==> src/rtl/assert_macros.svh <==
// ---------------------------------------------------------------------------
// Assertion macros
// Concurrent checks that compile away when SYNTH is defined.
// ---------------------------------------------------------------------------
`ifndef ASSERT_MACROS_SVH
`define ASSERT_MACROS_SVH

`ifndef SYNTH

// Same-cycle implication, disabled while reset is asserted
`define ASSERT_IMPLIES(label, clk, rst_n, ante, cons) \
    label: assert property (@(posedge clk) disable iff (!rst_n) (ante) |-> (cons)) \
        else $error("assertion failed");

// Next-cycle implication, disabled while reset is asserted
`define ASSERT_NEXT(label, clk, rst_n, ante, cons) \
    label: assert property (@(posedge clk) disable iff (!rst_n) (ante) |=> (cons)) \
        else $error("assertion failed");

`else

`define ASSERT_IMPLIES(label, clk, rst_n, ante, cons)
`define ASSERT_NEXT(label, clk, rst_n, ante, cons)

`endif

`endif

==> src/rtl/gcpm_pkg.sv <==
// ---------------------------------------------------------------------------
// gcpm_pkg
// Types, codes and constants shared by the consensus phase machine.
// ---------------------------------------------------------------------------
`timescale 1ns / 1ps
`default_nettype none

package gcpm_pkg;

    localparam int VECTOR_LENGTH_DEFAULT = 8;

    localparam logic [31:0] RESET_SEED         = 32'h9E37_79B9;
    localparam logic [15:0] EPSILON_RESET      = 16'd4;
    localparam logic [16:0] CONV_THRESH_RESET  = 17'd62259;
    localparam logic [16:0] DIV_THRESH_RESET   = 17'd64881;
    localparam logic [7:0]  RUN_LENGTH_RESET   = 8'd16;
    localparam logic [30:0] CLAMP_LIMIT_RESET  = 31'd1048576;
    localparam logic [7:0]  COUNT_MAX          = 8'hFF;

    typedef enum logic [1:0] {
        KIND_LOAD  = 2'd0,
        KIND_ORDER = 2'd1,
        KIND_STEP  = 2'd2,
        KIND_READ  = 2'd3
    } kind_t;

    typedef enum logic [2:0] {
        CFG_EPSILON     = 3'd0,
        CFG_CONV_THRESH = 3'd1,
        CFG_DIV_THRESH  = 3'd2,
        CFG_RUN_LENGTH  = 3'd3,
        CFG_CLAMP_LIMIT = 3'd4,
        CFG_SEED        = 3'd5
    } cfg_index_t;

    typedef enum logic [1:0] {
        ST_IDLE,
        ST_SCAN,
        ST_KICK,
        ST_FINISH
    } state_t;

    typedef enum logic [2:0] {
        CELL_HOLD,
        CELL_LOAD,
        CELL_SMOOTH,
        CELL_SHIFT,
        CELL_ROTATE
    } cell_op_t;

    typedef struct packed {
        cell_op_t           op;
        logic signed [31:0] data;
    } cell_cmd_t;

    typedef struct packed {
        kind_t              kind;
        logic [2:0]         index;
        logic signed [31:0] component_value;
        logic [16:0]        order_value;
    } in_item_t;

    typedef struct packed {
        logic               phase;
        logic               transitioned;
        logic               converged;
        logic [31:0]        max_change;
        logic signed [31:0] component;
        logic               order_seen;
    } out_item_t;

endpackage

`default_nettype wire

==> src/rtl/gcpm_kick.sv <==
// ---------------------------------------------------------------------------
// gcpm_kick
// Xorshift32 generator and the clamped kick applied at the head of the ring.
// ---------------------------------------------------------------------------
`timescale 1ns / 1ps
`default_nettype none

module gcpm_kick (
    input  wire logic               clk,
    input  wire logic               rst_n,
    input  wire logic               advance,
    input  wire logic               seed_load,
    input  wire logic [31:0]        seed,
    input  wire logic [30:0]        clamp_limit,
    input  wire logic signed [31:0] value_in,
    output logic signed [31:0]      value_out
);

    logic [31:0]        gen_reg;
    logic [31:0]        gen_next;
    logic [31:0]        x1;
    logic [31:0]        x2;
    logic [31:0]        x3;
    logic [7:0]         kick_byte;
    logic signed [32:0] kick;
    logic signed [33:0] total;
    logic signed [33:0] lim_pos;
    logic signed [33:0] lim_neg;
    logic signed [33:0] clamped;

    always_comb
    begin
        x1        = gen_reg ^ (gen_reg << 13);
        x2        = x1 ^ (x1 >> 17);
        x3        = x2 ^ (x2 << 5);
        // a zero draw is replaced by one
        gen_next  = (x3 == '0) ? 32'd1 : x3;
        kick_byte = gen_next[7:0];
        kick      = {{16{kick_byte[7]}}, kick_byte, 9'b0};
        total     = 34'(value_in) + 34'(kick);
        lim_pos   = {3'b000, clamp_limit};
        lim_neg   = -lim_pos;
        if (total > lim_pos)
            clamped = lim_pos;
        else if (total < lim_neg)
            clamped = lim_neg;
        else
            clamped = total;
    end

    assign value_out = clamped[31:0];

    always_ff @(posedge clk or negedge rst_n)
    begin
        if (!rst_n)
            gen_reg <= gcpm_pkg::RESET_SEED;
        else if (seed_load)
            gen_reg <= (seed == '0) ? 32'd1 : seed;
        else if (advance)
            gen_reg <= gen_next;
    end

endmodule

`default_nettype wire

==> config.mk <==
export PLATFORM = sky130hd
export DESIGN_NAME = gcpm_kick
export DESIGN_NICKNAME = d
export VERILOG_FILES = /design/src/rtl/assert_macros.svh /design/src/rtl/gcpm_pkg.sv /design/src/rtl/gcpm_kick.sv
export SDC_FILE = /design/constraint.sdc
export NUM_CORES = 1
export LEC_CHECK = 0
export ABC_AREA = 1
export BUFFER_PORTS_ARGS = -buffer_cell sky130_fd_sc_hd__buf_2
export CORE_UTILIZATION = 29
export DETAILED_ROUTE_END_ITERATION = 16
export GPL_TIMING_DRIVEN = 0
export MAX_ROUTING_LAYER = met4
export SYNTH_ARGS = -nofsm -noshare
export SYNTH_HDL_FRONTEND = slang
export SYNTH_SLANG_ARGS = --single-unit
==> constraint.sdc <==
create_clock -name clk -period 14.3 [get_ports clk]
set_input_delay 2.145 -clock clk [delete_from_list [all_inputs] [get_ports clk]]
set_output_delay 2.145 -clock clk [all_outputs]
set_load 0.05 [all_outputs]
* Word-level counts from Yosys, hierarchy flattened
Cells that the tools add are included.
** Operators by class
- Reductions and logical operators :: 3
- Multiplexer cells :: 6
- Add/sub/neg operators :: 2
- Bitwise operators :: 3
- $lt $le $gt $ge :: 2
** Operators with widths (number)
- $mux 32 :: 6
- $logic_not 32->1 :: 2
- $xor 32x32->32 :: 2
- $lt 33x34->1 :: 1
- $neg 31->34 :: 1
- $add 32x17->33 :: 1
- $gt 33x32->1 :: 1
- $xor 32x15->32 :: 1
- $reduce_bool 2->1 :: 1
** Storage, ports and cells
- Bits in registers :: 32
- Bits of input ports :: 99
- Output and inout bits :: 32
- Word-level logic and storage cells :: 17

* Logic depth before layout (Yosys ltp)
Gate-level depths: netlist of run 1.
- Word-level depth :: 9
- Depth in mapped cells :: 38
- Mapped depth without buffers :: 36

* Worst setup path before layout of run 1
OpenSTA, ideal clock, no wires.
- Path kind :: input to output
- Start :: input clamp_limit[1]
- End :: output value_out[31]
- Data arrival time :: 6.164 ns
- Slack :: 5.991 ns
- Stages on the path :: 28
- Path through :: inv_1 -> ha_1 -> nand2_1 -> nor2_1 -> nand2_1 -> nor2_1 -> nand4_1 -> nor3_1 -> nand2_1 -> nor4_1 -> nand4_1 -> nor4_1 -> nand4_1 -> nor3_1 -> ha_1 -> nand2_1 -> inv_1 -> nand3_1 -> nor3_1 -> and3_1 -> o2111ai_1 -> nand3_1 -> or2_2 -> nand2_1 -> inv_1 -> nand2_1 -> o21ai_0 -> a21oi_1
** On the way
- Cells in the longest elaborated chain, start to end :: 4
- Elaborated cells between the ends (all ways) :: 5
** RTL lines
- start, declared :: RTL line gcpm_kick.sv:14 : input wire logic [30:0] clamp_limit,
- $neg 31->34 :: RTL line gcpm_kick.sv:42 : lim_neg = -lim_pos;
- $lt 33x34->1 :: RTL line gcpm_kick.sv:45 : else if (total < lim_neg)
- $mux 32 :: RTL line gcpm_kick.sv:45
- $mux 32 (*) :: RTL line gcpm_kick.sv:43 : if (total > lim_pos)
- end, declared :: RTL line gcpm_kick.sv:16 : output logic signed [31:0] value_out
Every way passes the cells marked *; elsewhere a longest branch is shown, timed or not.

* Final worst setup path of run 1
- Start :: register gen_reg[10]
- End :: output value_out[16]
** On the way
- Cells in the longest elaborated chain, start to end :: 9
- Elaborated cells between the ends (all ways) :: 10
** RTL lines
- start, declared :: RTL line gcpm_kick.sv:19 : logic [31:0] gen_reg;
- start signal, assigned :: RTL line gcpm_kick.sv:56 : gen_reg <= gcpm_pkg::RESET_SEED;
- start signal, assigned :: RTL line gcpm_kick.sv:58 : gen_reg <= (seed == '0) ? 32'd1 : seed;
- start signal, assigned :: RTL line gcpm_kick.sv:60 : gen_reg <= gen_next;
- $xor 32x32->32 (*) :: RTL line gcpm_kick.sv:33 : x1 = gen_reg ^ (gen_reg << 13);
- $xor 32x15->32 (*) :: RTL line gcpm_kick.sv:34 : x2 = x1 ^ (x1 >> 17);
- $xor 32x32->32 (*) :: RTL line gcpm_kick.sv:35 : x3 = x2 ^ (x2 << 5);
- $logic_not 32->1 :: RTL line gcpm_kick.sv:37 : gen_next = (x3 == '0) ? 32'd1 : x3;
- $mux 32 (*) :: RTL line gcpm_kick.sv:37
- $add 32x17->33 (*) :: RTL line gcpm_kick.sv:40 : total = 34'(value_in) + 34'(kick);
- $lt 33x34->1 :: RTL line gcpm_kick.sv:45
- $mux 32 :: RTL line gcpm_kick.sv:45
- $mux 32 (*) :: RTL line gcpm_kick.sv:43
Marks and branches as above.

==> results.yml, run 1 <==
synthesis:
  ys_top_cells_by_area: "nand2_1, ha_1, xor2_1"
  ys_types: 50
  synth_warnings: 0
  syn_area_per_cell_um2: 6.364
  synth_most_common_cell: "nand2_1"
  synth_cells: 1017
  syn-cell-area_um2: 6472
  yosys.area.top_type: "nand2_1"
  synth_nets: 1188
  ys_async_sr_fraction: 1.000
  synth_top_area_share: 0.1531
  synth_edf_count: 0
  yosys-top-cells-count: "nand2_1, inv_1, nand3_1"
  ys_seq_elements: 32
  ys.flop_type: "dfstp_2"
  yosysSeqAreaShare: 0.1276
setup_path:
  path_depth: 32
  cp.required_ns: 12.15
  crit_buf_inv: 3
  cpPeakStageDelay_ns: 0.50
  cp-start-kind: "register"
  critPathCaptureType: "output pin"
  criticalPathCategory: "reg -> out"
  cp_slowest_cell: "o21ai_0"
  r2r_slack_ns: 11.76
  cpLargestDelayFamily: "simple AND/OR/NAND/NOR gates"
  reg2reg_depth: 9
  r2r-end: "gen_reg[0]$_DFFE_PN1P_"
  r2r_start: "gen_reg[10]$_DFFE_PN0P_"
  critPathMostFrequentCell: "nand2_1"
  critPathMaxFanout: 10
  cp.arrival_ns: 7.73
clock_network:
  cts_made_buffers: 5
  clk_pin_slew_worst_paths_ns: 0.05
  clockBufferDepth: 2
  htreeDepth: 2
  ctsResizeCount: 0
  cts_tree: "built"
  cts.sinks: 32
  clk-insertion-delay-late_ns: 0.28
  clockRootBuffer: "clkbuf_16"
  post-cts-setup-buffers: 0
  ctsHoldBuffers: 0
final_layout:
  drive_above_1_share: 0.1794
  fin_nets: 1324
  synthToLayoutAreaGrowth_pct: 17.77
  final_util: 0.3493
  largest_reg_flops: 32
die:
  io_pins: 131
  die_area_um2: 22920
  die_y_um: 151.4
  start_util: 0.2966
  core_um2: 21820
  fp.dieW_um: 151.4
  placementRows: 54
detailed_routing:
  drtPass1Iterations: 5
  m1WireLength_mm: 10.01
  drcViolationCount: 0
  drtIter0Drc: 468
  drtAntennaViolNets: 0
  wl_met3_mm: 1.549
  drt-total-wl_mm: 21.87
  viasPerCell: 5.086
  vias: 7309
  dr_wl_met2_mm: 9.907
  top_layer: "met4"
  wl_per_cell_um: 15.22
run:
  drv_cap: 0
hold_path:
  hold_path.class: "reg -> reg"
  hold_end: "gen_reg[0]$_DFFE_PN1P_"
  worstHoldStart: "gen_reg[0]$_DFFE_PN1P_"
  worst_hold_path.num_cells: 2
grt:
  grt_max_degree: 33
  grt_use_total: 0.1950
  antenna_found_initial: 3
  grt_pass1_vias: 6827
  grt_pass1_wl_mm: 34.31
  grt-ovfl-total: 0
timing:
  drv_slew: 0
  period_share: 0.6903
  fmax_ghz: 0.1013
  fin_crit_ns: 9.871
  setup_viol: 0
  setup_tns_ns: 0
  slew_headroom: 0.5108
  rsz0062_at_grt: "no"
  finClkSkew_ns: 0.001281
  tightest_slew_ns: 0.7337
  hold_violations: 0
placed_design:
  port_buffers: 129
  dp_hpwl_mm: 18.58
  gp_congestion: 0.9734
run_status:
  status: "finished, final reports clean"
## worst max path at each step
stage / endpoint / slack (ns) / start
2_1_floorplan: value_out[31] / 5.99 / clamp_limit[1]
3_3_place_gp: value_out[17] / 4.81 / gen_reg[10]$_DFFE_PN0P_
3_5_place_dp: value_out[17] / 4.82 / clamp_limit[0]
4_1_cts: value_out[17] / 4.51 / gen_reg[10]$_DFFE_PN0P_
5_1_grt: value_out[10] / 3.86 / gen_reg[10]$_DFFE_PN0P_
6_report: value_out[16] / 4.43 / gen_reg[10]$_DFFE_PN0P_
## logic make-up (layout without fill, tap and decap cells)
kind of cell,count (synthesis),count (layout),synth area share
and+or+nand+nor,505,505,0.3561
AOI/OAI and AO/OA,159,159,0.1498
buffers and inverters,153,290,0.09627
xor gates and xnor gates,96,96,0.1299
adders and majority gates,72,72,0.1403
DFF,32,32,0.1276
other,0,3,0
## layout make-up
type / count / area [um^2]
fillers: 2391 / 14200
multi-input cells: 832 / 5024
flip-flops and latches: 32 / 825.8
repair buffers: 129 / 645.6
inverters: 126 / 475.5
well taps: 280 / 350.3
plain buffers: 27 / 147.6
clock buffers: 8 / 146.4
diodes: 3 / 7.507
## placed cells by master (no fill, tap or decap), types with 2 or more instances in the layout
cell type / count
inv_2: 5
nor3_1: 9
and2_1: 3
nand4_1: 23
diode_2: 3
a21oi_1: 38
nand2_2: 11
nor4_1: 14
o211ai_1: 4
o221ai_1: 10
clkbuf_1: 18
buf_6: 4
nand3_1: 94
nor4b_1: 2
o21ai_1: 5
o41ai_1: 7
buf_4: 3
clkbuf_16: 5
dfrtp_1: 12
inv_1: 119
dfstp_2: 20
o2111ai_1: 2
xor2_1: 62
nor2_2: 9
or4_1: 2
nand3b_1: 4
ha_1: 71
o21a_1: 2
buf_2: 133
a22oi_1: 22
or2_2: 4
o21ai_0: 58
nand2_1: 264
nand2_4: 6
nor2_1: 53
o31ai_1: 3
nor3_2: 2
xnor2_1: 34
a211oi_1: 3
## worst min-delay path: stages, from the launching register on
cell     delay, ns
dfstp_2       0.39
nand2_1       0.06
nand3_1       0.07
## per-layer routing
metal / GRT usage / vias to the layer above
met1: 0.2581 / 3298
met4: 0.04000 / 0
met5: - / -
met2: 0.3185 / 278
met3: 0.02139 / 29
li1: - / 3704
## stage by stage
step	std cells	area, um^2	setup slack (ns)	hold slack [ns]
2_1_floorplan	1017	6472	5.991	0.4905
6_report	1437	7622	4.429	0.5339
3_5_place_dp	1426	7468	4.816	0.5314
3_3_place_gp	1426	7468	4.809	0.5243
4_1_cts	1434	7615	4.512	0.5376
5_1_grt	1437	7622	3.863	0.5550
Power of run 1 is left out: the tool's default activity adds up to more than one toggle a clock period on the data nets, which glitch-free logic cannot reach.
==> inputs of run 2 (changes only) <==
Clock period 14.3 ns to 9.1 ns, I/O delays scaled along.
==> run 2 against run 1 <==
  * Worst setup slack worse by 3.9 ns
  * Sequential share of layout area about the same
  * Wire length is essentially flat
  * Register-to-register slack worse by 5.1 ns
  * Die area stayed put
  * Worst hold slack better by 0.0023 ns
  * First-iteration DRC count grew 8.5%
  * Sequential cell count stayed put
  * Via count decreased by 0.86%
  * Clock skew is 0.0018 ns higher
  * Cell count stayed put
  * Critical path type unchanged
==> results.yml, run 2 (same netlist as run 1, synthesis figures left out) <==
run_status:
  status: "finished, final reports clean"
hold_path:
  worstHoldStart: "gen_reg[0]$_DFFE_PN1P_"
  hold_end: "gen_reg[0]$_DFFE_PN1P_"
  worst_hold_path.num_cells: 2
  hold_path.class: "reg -> reg"
grt:
  antenna_found_initial: 3
  grt_pass1_wl_mm: 34.31
  grt_max_degree: 33
  grt_use_total: 0.1950
  grt_pass1_vias: 6827
  grt-ovfl-total: 0
timing:
  rsz0062_at_grt: "no"
  holdWs_ns: 0.5362
  setup_tns_ns: 0
  finClkSkew_ns: 0.003101
  hold_violations: 0
  slew_headroom: 0.5059
  tightest_slew_ns: 0.7412
  setup_viol: 0
  fmax_ghz: 0.1169
  drv_slew: 0
  period_share: 0.9398
  fin_crit_ns: 8.552
placed_design:
  gp_congestion: 0.9734
  dpl.cell_count: 1426
  port_buffers: 129
  dp_hpwl_mm: 18.58
clock_network:
  htreeDepth: 2
  clk-insertion-delay-late_ns: 0.28
  cts_made_buffers: 5
  cts_tree: "built"
  cts.sinks: 32
  ctsHoldBuffers: 0
  clk_pin_slew_worst_paths_ns: 0.05
  clockBufferDepth: 2
  clockRootBuffer: "clkbuf_16"
setup_path:
  r2r_start: "gen_reg[7]$_DFFE_PN1P_"
  setup.worst_path.start: "gen_reg[7]$_DFFE_PN1P_"
  cp_slowest_cell: "xnor2_1"
  critPathMaxFanout: 10
  critPathCaptureType: "output pin"
  cpPeakStageDelay_ns: 0.49
  cp.required_ns: 7.74
  criticalPathCategory: "reg -> out"
  r2r-end: "gen_reg[0]$_DFFE_PN1P_"
  r2r_slack_ns: 6.63
  reg2reg_depth: 9
  cp-start-kind: "register"
  critPathMostFrequentCell: "nand2_1"
  cp.arrival_ns: 7.19
detailed_routing:
  drtPass1Iterations: 5
  viasPerCell: 5.042
  drcViolationCount: 0
  drtAntennaViolNets: 0
  vias: 7246
  drtIter0Drc: 508
  wl_per_cell_um: 15.22
  drt-total-wl_mm: 21.87
die:
  start_util: 0.2966
  die_area_um2: 22920
  placementRows: 54
  fp.dieW_um: 151.4
  core_um2: 21820
  io_pins: 131
  die_y_um: 151.4
run:
  drv_cap: 0
final_layout:
  largest_reg_flops: 32
  fillerInstances: 2393
  synthToLayoutAreaGrowth_pct: 18.09
  fin_nets: 1324
  final_cells: 1437
  drive_above_1_share: 0.1854
  final_common_cell: "nand2_1"
  final_cell_mix: "nand2_1, buf_2, inv_1, nand3_1, ha_1"
## run 2: cell counts in the layout (fill, tap and decap cells not counted)
Identical to the previous run, type by type.
## run 2: how the worst max path moves through the flow
stage / slack [ns] / endpoint / depth (start not counted)
finish: 0.55 / value_out[17] / 31
global route: 0.03 / value_out[10] / 32
CTS: 0.09 / value_out[17] / 32
detailed placement: 0.41 / value_out[17] / 32
global placement: 0.39 / value_out[17] / 32
floorplan: 2.00 / value_out[31] / 30
## run 2: per-layer routing
layer / up-vias / track usage / part of all wire
li1: 3705 / - / -
met4: 0 / 0.04000 / 0.017
met5: - / - / 0
met3: 27 / 0.02139 / 0.065
met1: 3272 / 0.2581 / 0.46
met2: 242 / 0.3185 / 0.45
## run 2: cell type report
| type | count | area (um^2) | area share |
|---|---|---|---|
| Multi-Input combinational cell | 832 | 5039 | 0.6592 |
| Sequential cell | 32 | 825.8 | 0.1080 |
| Timing Repair Buffer | 129 | 645.6 | 0.08447 |
| Inverter | 126 | 475.5 | 0.06220 |
| Tap cell | 280 | 350.3 | 0.04583 |
| Buffer | 27 | 153.9 | 0.02013 |
| Clock buffer | 8 | 146.4 | 0.01915 |
| Antenna cell | 3 | 7.507 | 0.0009822 |
## run 2: metrics by stage
step / utilization / worst slack (ns) / instance area, um^2
floorplan: - / 1.996 / 6472
global placement: 0.3422 / 0.3889 / 7468
detailed placement: 0.3422 / 0.4120 / 7468
CTS: 0.3489 / 0.09179 / 7615
global route: 0.3502 / 0.02685 / 7644
finish: 0.3502 / 0.5479 / 7644
## run 2: critical path: cells and delay by family, from the launching register on
kind | cells | cell delay, ns
xor+xnor | 4 | 1.39
compound gates | 6 | 1.18
buf+inv | 3 | 0.71
fa+ha+maj | 3 | 0.96
simple gates | 15 | 2.26
flops | 1 | 0.39
## run 2: what timing repair did
action                     CTS  global route
hold endpoints to repair     0             0
gates resized for setup      0            13
setup endpoints to repair    0            32
setup buffers                0             0
Power of run 2 is left out for the same reason.
