## src/rtl/assert_macros.svh

```systemverilog
// ---------------------------------------------------------------------------
// Assertion macros
// Concurrent checks that compile away when SYNTH is defined.
// ---------------------------------------------------------------------------
`ifndef ASSERT_MACROS_SVH
`define ASSERT_MACROS_SVH

`ifndef SYNTH

// Same-cycle implication, disabled while reset is asserted
`define ASSERT_IMPLIES(label, clk, rst_n, ante, cons) \
    label: assert property (@(posedge clk) disable iff (!rst_n) (ante) |-> (cons)) \
        else $error("assertion failed");

// Next-cycle implication, disabled while reset is asserted
`define ASSERT_NEXT(label, clk, rst_n, ante, cons) \
    label: assert property (@(posedge clk) disable iff (!rst_n) (ante) |=> (cons)) \
        else $error("assertion failed");

`else

`define ASSERT_IMPLIES(label, clk, rst_n, ante, cons)
`define ASSERT_NEXT(label, clk, rst_n, ante, cons)

`endif

`endif

```

## src/rtl/gcpm_pkg.sv

```systemverilog
// ---------------------------------------------------------------------------
// gcpm_pkg
// Types, codes and constants shared by the consensus phase machine.
// ---------------------------------------------------------------------------
`timescale 1ns / 1ps
`default_nettype none

package gcpm_pkg;

    localparam int VECTOR_LENGTH_DEFAULT = 8;

    localparam logic [31:0] RESET_SEED         = 32'h9E37_79B9;
    localparam logic [15:0] EPSILON_RESET      = 16'd4;
    localparam logic [16:0] CONV_THRESH_RESET  = 17'd62259;
    localparam logic [16:0] DIV_THRESH_RESET   = 17'd64881;
    localparam logic [7:0]  RUN_LENGTH_RESET   = 8'd16;
    localparam logic [30:0] CLAMP_LIMIT_RESET  = 31'd1048576;
    localparam logic [7:0]  COUNT_MAX          = 8'hFF;

    typedef enum logic [1:0] {
        KIND_LOAD  = 2'd0,
        KIND_ORDER = 2'd1,
        KIND_STEP  = 2'd2,
        KIND_READ  = 2'd3
    } kind_t;

    typedef enum logic [2:0] {
        CFG_EPSILON     = 3'd0,
        CFG_CONV_THRESH = 3'd1,
        CFG_DIV_THRESH  = 3'd2,
        CFG_RUN_LENGTH  = 3'd3,
        CFG_CLAMP_LIMIT = 3'd4,
        CFG_SEED        = 3'd5
    } cfg_index_t;

    typedef enum logic [1:0] {
        ST_IDLE,
        ST_SCAN,
        ST_KICK,
        ST_FINISH
    } state_t;

    typedef enum logic [2:0] {
        CELL_HOLD,
        CELL_LOAD,
        CELL_SMOOTH,
        CELL_SHIFT,
        CELL_ROTATE
    } cell_op_t;

    typedef struct packed {
        cell_op_t           op;
        logic signed [31:0] data;
    } cell_cmd_t;

    typedef struct packed {
        kind_t              kind;
        logic [2:0]         index;
        logic signed [31:0] component_value;
        logic [16:0]        order_value;
    } in_item_t;

    typedef struct packed {
        logic               phase;
        logic               transitioned;
        logic               converged;
        logic [31:0]        max_change;
        logic signed [31:0] component;
        logic               order_seen;
    } out_item_t;

endpackage

`default_nettype wire

```

## src/rtl/gcpm_cell.sv

```systemverilog
// ---------------------------------------------------------------------------
// gcpm_cell
// One vector component: smoothing datapath, load, and shift-chain links.
// ---------------------------------------------------------------------------
`timescale 1ns / 1ps
`default_nettype none

module gcpm_cell (
    input  wire logic                clk,
    input  wire logic                rst_n,
    input  wire gcpm_pkg::cell_cmd_t cmd,
    input  wire logic signed [31:0]  left_value,
    input  wire logic signed [31:0]  right_value,
    input  wire logic signed [31:0]  shift_value,
    input  wire logic [31:0]         shift_delta,
    output logic signed [31:0]       value,
    output logic [31:0]              delta
);

    logic signed [31:0] value_reg;
    logic [31:0]        delta_reg;
    logic signed [33:0] sum;
    logic signed [33:0] fresh_wide;
    logic signed [31:0] fresh;
    logic signed [32:0] diff;
    logic signed [32:0] diff_abs;

    // (left + 2*centre + right) / 4, truncated toward zero
    always_comb
    begin
        sum = 34'(left_value) + (34'(value_reg) <<< 1) + 34'(right_value);
        if (sum < 0)
            fresh_wide = (sum + 34'sd3) >>> 2;
        else
            fresh_wide = sum >>> 2;
        fresh    = fresh_wide[31:0];
        diff     = 33'(fresh) - 33'(value_reg);
        diff_abs = (diff < 0) ? -diff : diff;
    end

    always_ff @(posedge clk or negedge rst_n)
    begin
        if (!rst_n)
            value_reg <= '0;
        else
        begin
            case (cmd.op)
                gcpm_pkg::CELL_LOAD:   value_reg <= cmd.data;
                gcpm_pkg::CELL_SMOOTH: value_reg <= fresh;
                gcpm_pkg::CELL_ROTATE: value_reg <= shift_value;
                default:               value_reg <= value_reg;
            endcase
        end
    end

    always_ff @(posedge clk)
    begin
        case (cmd.op)
            gcpm_pkg::CELL_SMOOTH: delta_reg <= diff_abs[31:0];
            gcpm_pkg::CELL_SHIFT:  delta_reg <= shift_delta;
            default:               delta_reg <= delta_reg;
        endcase
    end

    assign value = value_reg;
    assign delta = delta_reg;

endmodule

`default_nettype wire

```

## config.mk

```make
export PLATFORM = sky130hd
export DESIGN_NAME = gcpm_cell
export DESIGN_NICKNAME = d
export VERILOG_FILES = /design/src/rtl/assert_macros.svh /design/src/rtl/gcpm_pkg.sv /design/src/rtl/gcpm_cell.sv
export SDC_FILE = /design/constraint.sdc
export NUM_CORES = 1
export LEC_CHECK = 0
export BUFFER_PORTS_ARGS = -buffer_cell sky130_fd_sc_hd__buf_2
export CAP_MARGIN = 10
export CORE_ASPECT_RATIO = 0.8
export CORE_UTILIZATION = 27
export DETAILED_ROUTE_END_ITERATION = 10
export PLACE_DENSITY_LB_ADDON = 0.15
export REMOVE_ABC_BUFFERS = 1
export SLEW_MARGIN = 20
export SYNTH_ARGS = -nofsm -noshare
export SYNTH_HDL_FRONTEND = slang
export SYNTH_SLANG_ARGS = --single-unit
```

## constraint.sdc

```tcl
create_clock -name clk -period 15.4 [get_ports clk]
set_input_delay 0.77 -clock clk [delete_from_list [all_inputs] [get_ports clk]]
set_output_delay 0.77 -clock clk [all_outputs]
set_load 0.03 [all_outputs]
```

=== Yosys cells after proc, flatten, opt, wreduce, memory -nomap -nowiden ===
Index checks and enable logic that the tools add are counted.

* Bits in registers: 64
* Latch bits: 0
* Memory bits (writable): 0
* Memory bits (read-only): 0
* Word-level logic and storage cells: 19
* Memories: 0

* Add/subtract/negate cells: 5
* Multipliers: 0
* Div/mod/pow operators: 0
* $lt $le $gt $ge: 2
* Eq/ne operators: 4
* Shifts and indexed selects: 0
* Muxes and demuxes: 4
* Bitwise gates (word level): 0
* Reductions and logical operators: 2

{| class="wikitable"
|+ Operators with widths
! operator !! number
|-
| $pmux 32 s3 || 1
|-
| $mux 32 || 2
|-
| $pmux 32 s2 || 1
|-
| $add 32x33->34 || 1
|-
| $add 34x3->34 const B || 1
|-
| $add 34x32->34 || 1
|-
| $lt 34x1->1 const B || 1
|-
| $lt 33x1->1 const B || 1
|-
| $sub 32x32->33 || 1
|-
| $neg 32->32 || 1
|-
| $eq 3x2->1 const B || 2
|-
| $eq 3x1->1 const B || 1
|-
| $eq 3x3->1 const B || 1
|-
| $reduce_bool 3->1 || 1
|-
| $reduce_bool 2->1 || 1
|}

=== Depth between registers and ports, before layout ===
Gate-level depths: netlist of run 1.

* Depth after elaboration: 8
* Gate-level depth with buffers: 29
* Depth with buffers taken out: 27

=== Worst setup path before layout of run 1 ===
OpenSTA, ideal clock, no wires.

* Path kind: input -> register
* Start: in left_value[1]
* End: reg delta_reg[26] (netlist: delta[26]) (data pin)
* Library setup time: 0.260 ns
* Arrival time: 6.698 ns
* Required time: 15.140 ns
* Setup slack: 8.443 ns
* Stages on the path: 28
* Path buffers: 1
* Cells stage by stage: inv_1 > fa_1 > inv_1 > ha_1 > inv_1 > fa_1 > and2b_4 > o211ai_2 > a21oi_2 > o211ai_2 > a21bo_2 > a211oi_2 > nor4_4 > and2_1 > and3_1 > or2_2 > ha_1 > clkbuf_1 > nand2_1 > o21ai_0 > nor2_1 > a31oi_1 > xnor2_1 > o2111ai_1 > nor4_4 > a21oi_1 > xor2_1 > mux2_2

* Word-level cells in the longest chain between the ends: 8
* Elaborated cells on any way between the ends: 10
* Classes of those cells: add/sub (5); order compare (2); mux (3)

{| class="wikitable"
|+ RTL lines
! element !! RTL line !! source
|-
| from (decl) || gcpm_cell.sv:12 || <nowiki>input wire logic signed [31:0] left_value,</nowiki>
|-
| $add 32x33->34 (*) || gcpm_cell.sv:31 || <nowiki>sum = 34'(left_value) + (34'(value_reg) <<< 1) + 34'(right_value);</nowiki>
|-
| $add 34x32->34 (*) || gcpm_cell.sv:31 ||
|-
| $add 34x3->34 / $lt 34x1->1 (equally long branches) || gcpm_cell.sv:33, gcpm_cell.sv:32 ||
|-
| $mux 32 (*) || gcpm_cell.sv:32 || <nowiki>if (sum < 0)</nowiki>
|-
| $sub 32x32->33 (*) || gcpm_cell.sv:37 || <nowiki>diff = 33'(fresh) - 33'(value_reg);</nowiki>
|-
| $neg 32->32 / $lt 33x1->1 (equally long branches) || gcpm_cell.sv:38 || <nowiki>diff_abs = (diff < 0) ? -diff : diff;</nowiki>
|-
| $mux 32 (*) || gcpm_cell.sv:38 ||
|-
| $pmux 32 s2 (*) || gcpm_cell.sv:58 || <nowiki>case (cmd.op)</nowiki>
|-
| to (signal assigned) || gcpm_cell.sv:59 || <nowiki>gcpm_pkg::CELL_SMOOTH: delta_reg <= diff_abs[31:0];</nowiki>
|-
| to (signal assigned) || gcpm_cell.sv:60 || <nowiki>gcpm_pkg::CELL_SHIFT: delta_reg <= shift_delta;</nowiki>
|-
| to (signal assigned) || gcpm_cell.sv:61 || <nowiki>default: delta_reg <= delta_reg;</nowiki>
|-
| to (decl) || gcpm_cell.sv:21 || <nowiki>logic [31:0] delta_reg;</nowiki>
|}

Every way passes the cells marked *; elsewhere a longest branch is shown, timed or not.
A chain may end at the register's enable or synchronous reset.

=== Worst setup path in the final report of run 1 ===
* Start: reg value_reg[0] (netlist: value[0])
* End: reg delta_reg[23] (netlist: delta[23]) (data pin)

* Word-level cells in the longest chain between the ends: 8
* Elaborated cells on any way between the ends: 10
* Classes of those cells: add/sub (5); order compare (2); mux (3)

{| class="wikitable"
|+ RTL lines
! element !! RTL line !! source
|-
| from (decl) || gcpm_cell.sv:20 || <nowiki>logic signed [31:0] value_reg;</nowiki>
|-
| from (signal assigned) || gcpm_cell.sv:48 || <nowiki>gcpm_pkg::CELL_LOAD: value_reg <= cmd.data;</nowiki>
|-
| from (signal assigned) || gcpm_cell.sv:49 || <nowiki>gcpm_pkg::CELL_SMOOTH: value_reg <= fresh;</nowiki>
|-
| from (signal assigned) || gcpm_cell.sv:50 || <nowiki>gcpm_pkg::CELL_ROTATE: value_reg <= shift_value;</nowiki>
|-
| $add 32x33->34 || gcpm_cell.sv:31 ||
|-
| $add 34x32->34 || gcpm_cell.sv:31 ||
|-
| $add 34x3->34 / $lt 34x1->1 (equally long branches) || gcpm_cell.sv:33, gcpm_cell.sv:32 ||
|-
| $mux 32 || gcpm_cell.sv:32 ||
|-
| $sub 32x32->33 (*) || gcpm_cell.sv:37 ||
|-
| $neg 32->32 / $lt 33x1->1 (equally long branches) || gcpm_cell.sv:38 ||
|-
| $mux 32 (*) || gcpm_cell.sv:38 ||
|-
| $pmux 32 s2 (*) || gcpm_cell.sv:58 ||
|}

Marks and branches as above.

==> reports/qor.csv, run 1 <==
metric;value;unit
synth_area_per_cell;8.075;sq um
grt.busiest_layer;met1;
slew_headroom;0.3055;
cts_max_level;3;
reg2reg_slack;7.65;ns
synth_cell_type_count;106;
area_growth;17.68;%
grt_pass1_vias;10320;
met2_usage;0.3021;
grt_pass1_wl;60810;microns
nFillCells;4007;
final_util;0.3247;
timing.final.ws_setup;7.653;ns
dp.final_hpwl;32450;microns
ant_nets;0;
critPathTopFamily;compound AO/OA/AOI/OAI gates;
drive_above_1_share;0.2295;
final-setup-viol-count;0;
timing.max_cap.violations;0;
rsz0062_at_grt;false;
drc_errors;19;
holdCritPathClass;input port to async pin;
mostFrequentLayoutCell;buf_2;
io_buffers;228;
cts.clk_slew.worst_paths;0.05;ns
rows;63;
crit_start;value[0]$_DFFE_PN0P_;
vias_per_cell;5.519;
gr-total-overflow;0;
first_iter_violations;1122;
io_pins;229;
fp.dieW;220.2;microns
max_stage_delay;0.67;ns
finalCriticalPeriod;7.747;ns
critPathCaptureType;register;
postCtsSetupRepairBufs;0;
yosysWarnings;0;
r2r_end;delta[23]$_DFFE_PP_;
synth.largest_area_cell;edfxtp_1;
r2r_cells;26;
routedWlPerCell;20.24;microns
cts_buffers;9;
vias;10770;
async_flop_share;0.5000;
finalWirelength;39490;microns
period_share;0.5031;
outcome;complete, but fails checks;
die_area;38890;sq um
grt.met3_usage;0.03152;
yosys_most_used_dff;edfxtp_1;
synth_edf_count;32;
place_ws;7.370;ns
insertion_delay;0.35;ns
initial_core_util;0.2759;
cp_slowest_cell;o311ai_1;
cts-root-buf;clkbuf_16;
synth_cells;1274;
tightest_slew;1.038;ns
grt_start_max_net_pins;56;
clockBufferDepth;2;
r2r_start;value[0]$_DFFE_PN0P_;
path_depth;26;
whs;0.4803;ns
skew;0.006274;ns
worst-path-buf-inv;4;
crit_arrival;7.82;ns
crit_end;delta[23]$_DFFE_PP_;
ys_ff_latch;64;
track_usage;0.2033;
use_met1;0.3081;
cts_tree;done;
gp_congestion;0.8755;
antenna_found_initial;0;
fmax;0.1291;GHz
finalMaxSlewViolations;0;
final-hold-violation-count;0;
syn-cell-area;10290;sq um
crit_fanout;10;
hold_buffers;0;
setup_tns;0;ns
criticalPathCategory;register to register;
violations;design-rule violations;
final_cell_mix;buf_2, o21ai_0, a21oi_1;
die_y;176.6;microns
synth_area_leaders;edfxtp_1, ha_1, dfrtp_1;
start_kind;register;
core_area;37280;sq um
synth_top_area_frac;0.09341;
seq_area_frac_synth;0.1712;
dr.pass1.iters;9;
finalNetCount;1725;
post_cts_resized;0;
antennaDiodeCount;0;
cp_common_cell;inv_1;
cp.required;15.48;ns
clock_sinks;64;
[worst reg2reg max path, delay by kind of cell, from the launching register on]
family / cells / cell delay (ns)
AOI/OAI and AO/OA: 11 / 3.34
adders and majority gates: 4 / 1.52
and+or+nand+nor: 5 / 1.26
buffers and inverters: 4 / 0.49
DFF: 1 / 0.46
xor gates and xnor gates: 2 / 0.41
[logic make-up (layout without fill, tap and decap cells)]
group,after synthesis,count (layout),share of synthesized area
buffers and inverters,133,323,0.05364
AOI/OAI and AO/OA,484,484,0.3277
adders and majority gates,100,100,0.1464
xor gates and xnor gates,89,89,0.07723
DFF,64,64,0.1712
and+or+nand+nor,393,393,0.2126
muxes,11,11,0.01119
[cell usage after synthesis (6+ instances only)]
library cell and instances:
a211oi_1 9, a21o_1 21, a21oi_1 108, a21oi_2 7
a221oi_1 60, a31oi_1 9, and2_1 22, and3_1 17
buf_2 12, clkbuf_1 47, dfrtp_1 32, edfxtp_1 32
fa_1 34, ha_1 66, inv_1 67, mux2i_1 7
nand2_1 87, nand2b_1 10, nand3_1 27, nand4_1 18
nor2_1 99, nor3_1 24, nor4_1 9, o211a_1 6
o211ai_1 18, o21a_1 35, o21ai_0 113, o22ai_1 7
or2_2 8, or3_1 17, xnor2_1 53, xor2_1 34
[worst min-delay path by stage]
stage          slack [ns]                    to  cells past startpoint
6_report             0.48  value[0]$_DFFE_PN0P_                      1
5_1_grt              0.56  value[0]$_DFFE_PN0P_                      1
2_1_floorplan        0.47  value[0]$_DFFE_PN0P_                      0
4_1_cts              0.51  value[0]$_DFFE_PN0P_                      1
3_3_place_gp         0.70  value[8]$_DFFE_PN0P_                      2
3_5_place_dp         0.69  value[8]$_DFFE_PN0P_                      2
[per-layer routing]
layer,up-vias,routed length [microns]
met3,24,2674
met2,384,16700
met5,-,0
met4,0,382
met1,5161,19730
li1,5199,-
[metrics by stage]
step           cell area [sq um]  instances
6_report                   12110       1951
5_1_grt                    12110       1951
4_1_cts                    12110       1951
2_1_floorplan               9991       1209
3_3_place_gp               11840       1936
3_5_place_dp               11840       1936
[cell type report]
cell class | count | area, sq um | share of cell area
Timing Repair Buffer | 240 | 1231 | 0.1017
Tap cell | 487 | 609.3 | 0.05033
Sequential cell | 64 | 1762 | 0.1455
Clock buffer | 15 | 267.8 | 0.02212
Multi-Input combinational cell | 1077 | 7981 | 0.6593
Inverter | 68 | 255.2 | 0.02108
Power of run 1 is not shown: default switching activity piles up to over one toggle a cycle in this logic, so the estimate is an artifact.
==> run 2: changes to the inputs <==
==> constraint.sdc (replaced) <==
create_clock -name clk -period 6.95 [get_ports clk]
set_input_delay 0.3475 -clock clk [delete_from_list [all_inputs] [get_ports clk]]
set_output_delay 0.3475 -clock clk [all_outputs]
set_load 0.03 [all_outputs]
==> run 2 against run 1 <==
  * The flow still finishes with violations (design-rule violations)
  * Sequential share of layout area decreased by 1.9 points
  * Register-to-register slack got worse by 7.4 ns
  * Via count is 6.5% higher
  * Global-route usage grew 1.0 points
  * Worst hold slack lost 0.35 ns
  * Maximum frequency grew 16%
  * Critical path type unchanged
  * Highest routed layer unchanged
==> reports/qor.csv, run 2 (synthesis gave the netlist of run 1 again) <==
metric;value;unit
outcome;complete, but fails checks;
violations;design-rule violations;
max_stage_delay;0.54;ns
routedWlPerCell;20.17;microns
crit_fanout;5;
ant_nets;0;
dr.pass1.iters;9;
whs;0.1319;ns
period_share;0.9594;
drc_errors;19;
area_growth;35.84;%
cp.required;7.05;ns
timing.max_cap.violations;0;
first_iter_violations;859;
vias;11460;
reg2reg_slack;0.28;ns
skew;0.01042;ns
drive_above_1_share;0.3594;
fp.dieW;220.2;microns
final_cell_mix;buf_2, buf_4, o21ai_0;
critPathCaptureType;register;
final-hold-violation-count;0;
dp.final_hpwl;34710;microns
final-setup-viol-count;0;
r2r_end;delta[29]$_DFFE_PP_;
io_pins;229;
cts_tree;done;
vias_per_cell;5.428;
mostFrequentLayoutCell;buf_2;
r2r_cells;26;
cts.clk_slew.worst_paths;0.06;ns
criticalPathCategory;register to register;
stdcell_area;13970;sq um
antennaDiodeCount;0;
grt_start_max_net_pins;39;
gp_congestion;0.8767;
gr-total-overflow;0;
fmax;0.1500;GHz
die_area;38890;sq um
die_y;176.6;microns
timing.final.ws_setup;0.2819;ns
slew_headroom;0.3781;
initial_core_util;0.2759;
dpl_cell_area;12940;sq um
insertion_delay;0.36;ns
finalWirelength;42600;microns
finalMaxSlewViolations;0;
cp_slowest_cell;or4b_4;
clock_sinks;64;
place_ws;-0.02158;ns
io_buffers;228;
start_kind;register;
r2r_start;value[19]$_DFFE_PN0P_;
rows;63;
crit_arrival;6.77;ns
finalNetCount;1886;
antenna_found_initial;0;
cts_max_level;3;
crit_start;value[19]$_DFFE_PN0P_;
tightest_slew;0.9329;ns
nFillCells;3950;
grt_pass1_vias;10880;
cts-root-buf;clkbuf_16;
multi_input_area;8608;sq um
finalCriticalPeriod;6.668;ns
cts_buffers;9;
cp_common_cell;buf_4;
holdCritPathClass;input port to async pin;
track_usage;0.2136;
regArea;1763;sq um
clockBufferDepth;2;
grt_pass1_wl;63480;microns
hold_buffers;0;
core_area;37280;sq um
## run 2: through the flow
stage               instances  utilization  setup TNS [ns]
floorplan                1209            -          -1.428
finish                   2112       0.3748               0
CTS                      2094       0.3544               0
global route             2112       0.3748         -0.1490
global placement         2079       0.3470               0
detailed placement       2079       0.3470        -0.02476
## run 2: layout make-up
| class | count | share of cell area |
|---|---|---|
| flip-flops and latches | 64 | 0.1262 |
| clock buffers | 14 | 0.01889 |
| well taps | 487 | 0.04360 |
| multi-input cells | 1077 | 0.6160 |
| inverters | 68 | 0.01826 |
| clock inverters | 1 | 0.0003581 |
| repair buffers | 401 | 0.1767 |
## run 2: worst max-delay path by stage
stage	slack, ns	end	depth (start not counted)
floorplan	-0.18	delta[26]$_DFFE_PP_	27
global placement	0.05	delta[29]$_DFFE_PP_	28
detailed placement	-0.02	delta[29]$_DFFE_PP_	28
CTS	0.01	delta[31]$_DFFE_PP_	26
global route	-0.08	delta[31]$_DFFE_PP_	24
finish	0.28	delta[29]$_DFFE_PP_	26
## run 2: timing repair
item,CTS,global route
resized for setup,1,115
endpoints found under the setup margin,2,31
gates cloned,0,1
pin swaps,0,42
buffers inserted,0,17
## run 2: worst max-delay path, delay by kind of cell, from the launching register on
family / cells / cell delay, ns
XOR/XNOR: 2 / 0.47
flip-flops: 1 / 0.43
AO/OA/AOI/OAI: 12 / 2.20
adder cells (fa/ha/maj): 3 / 1.04
AND/OR/NAND/NOR: 5 / 1.59
buffers and inverters: 4 / 0.69
## run 2: layer usage
metal  global-route usage  wire (microns)
met1               0.3085           20570
met2               0.3277           18750
met4              0.04195             533
met3              0.04065            2734
met5                    0               0
Power of run 2 is left out for the same reason.
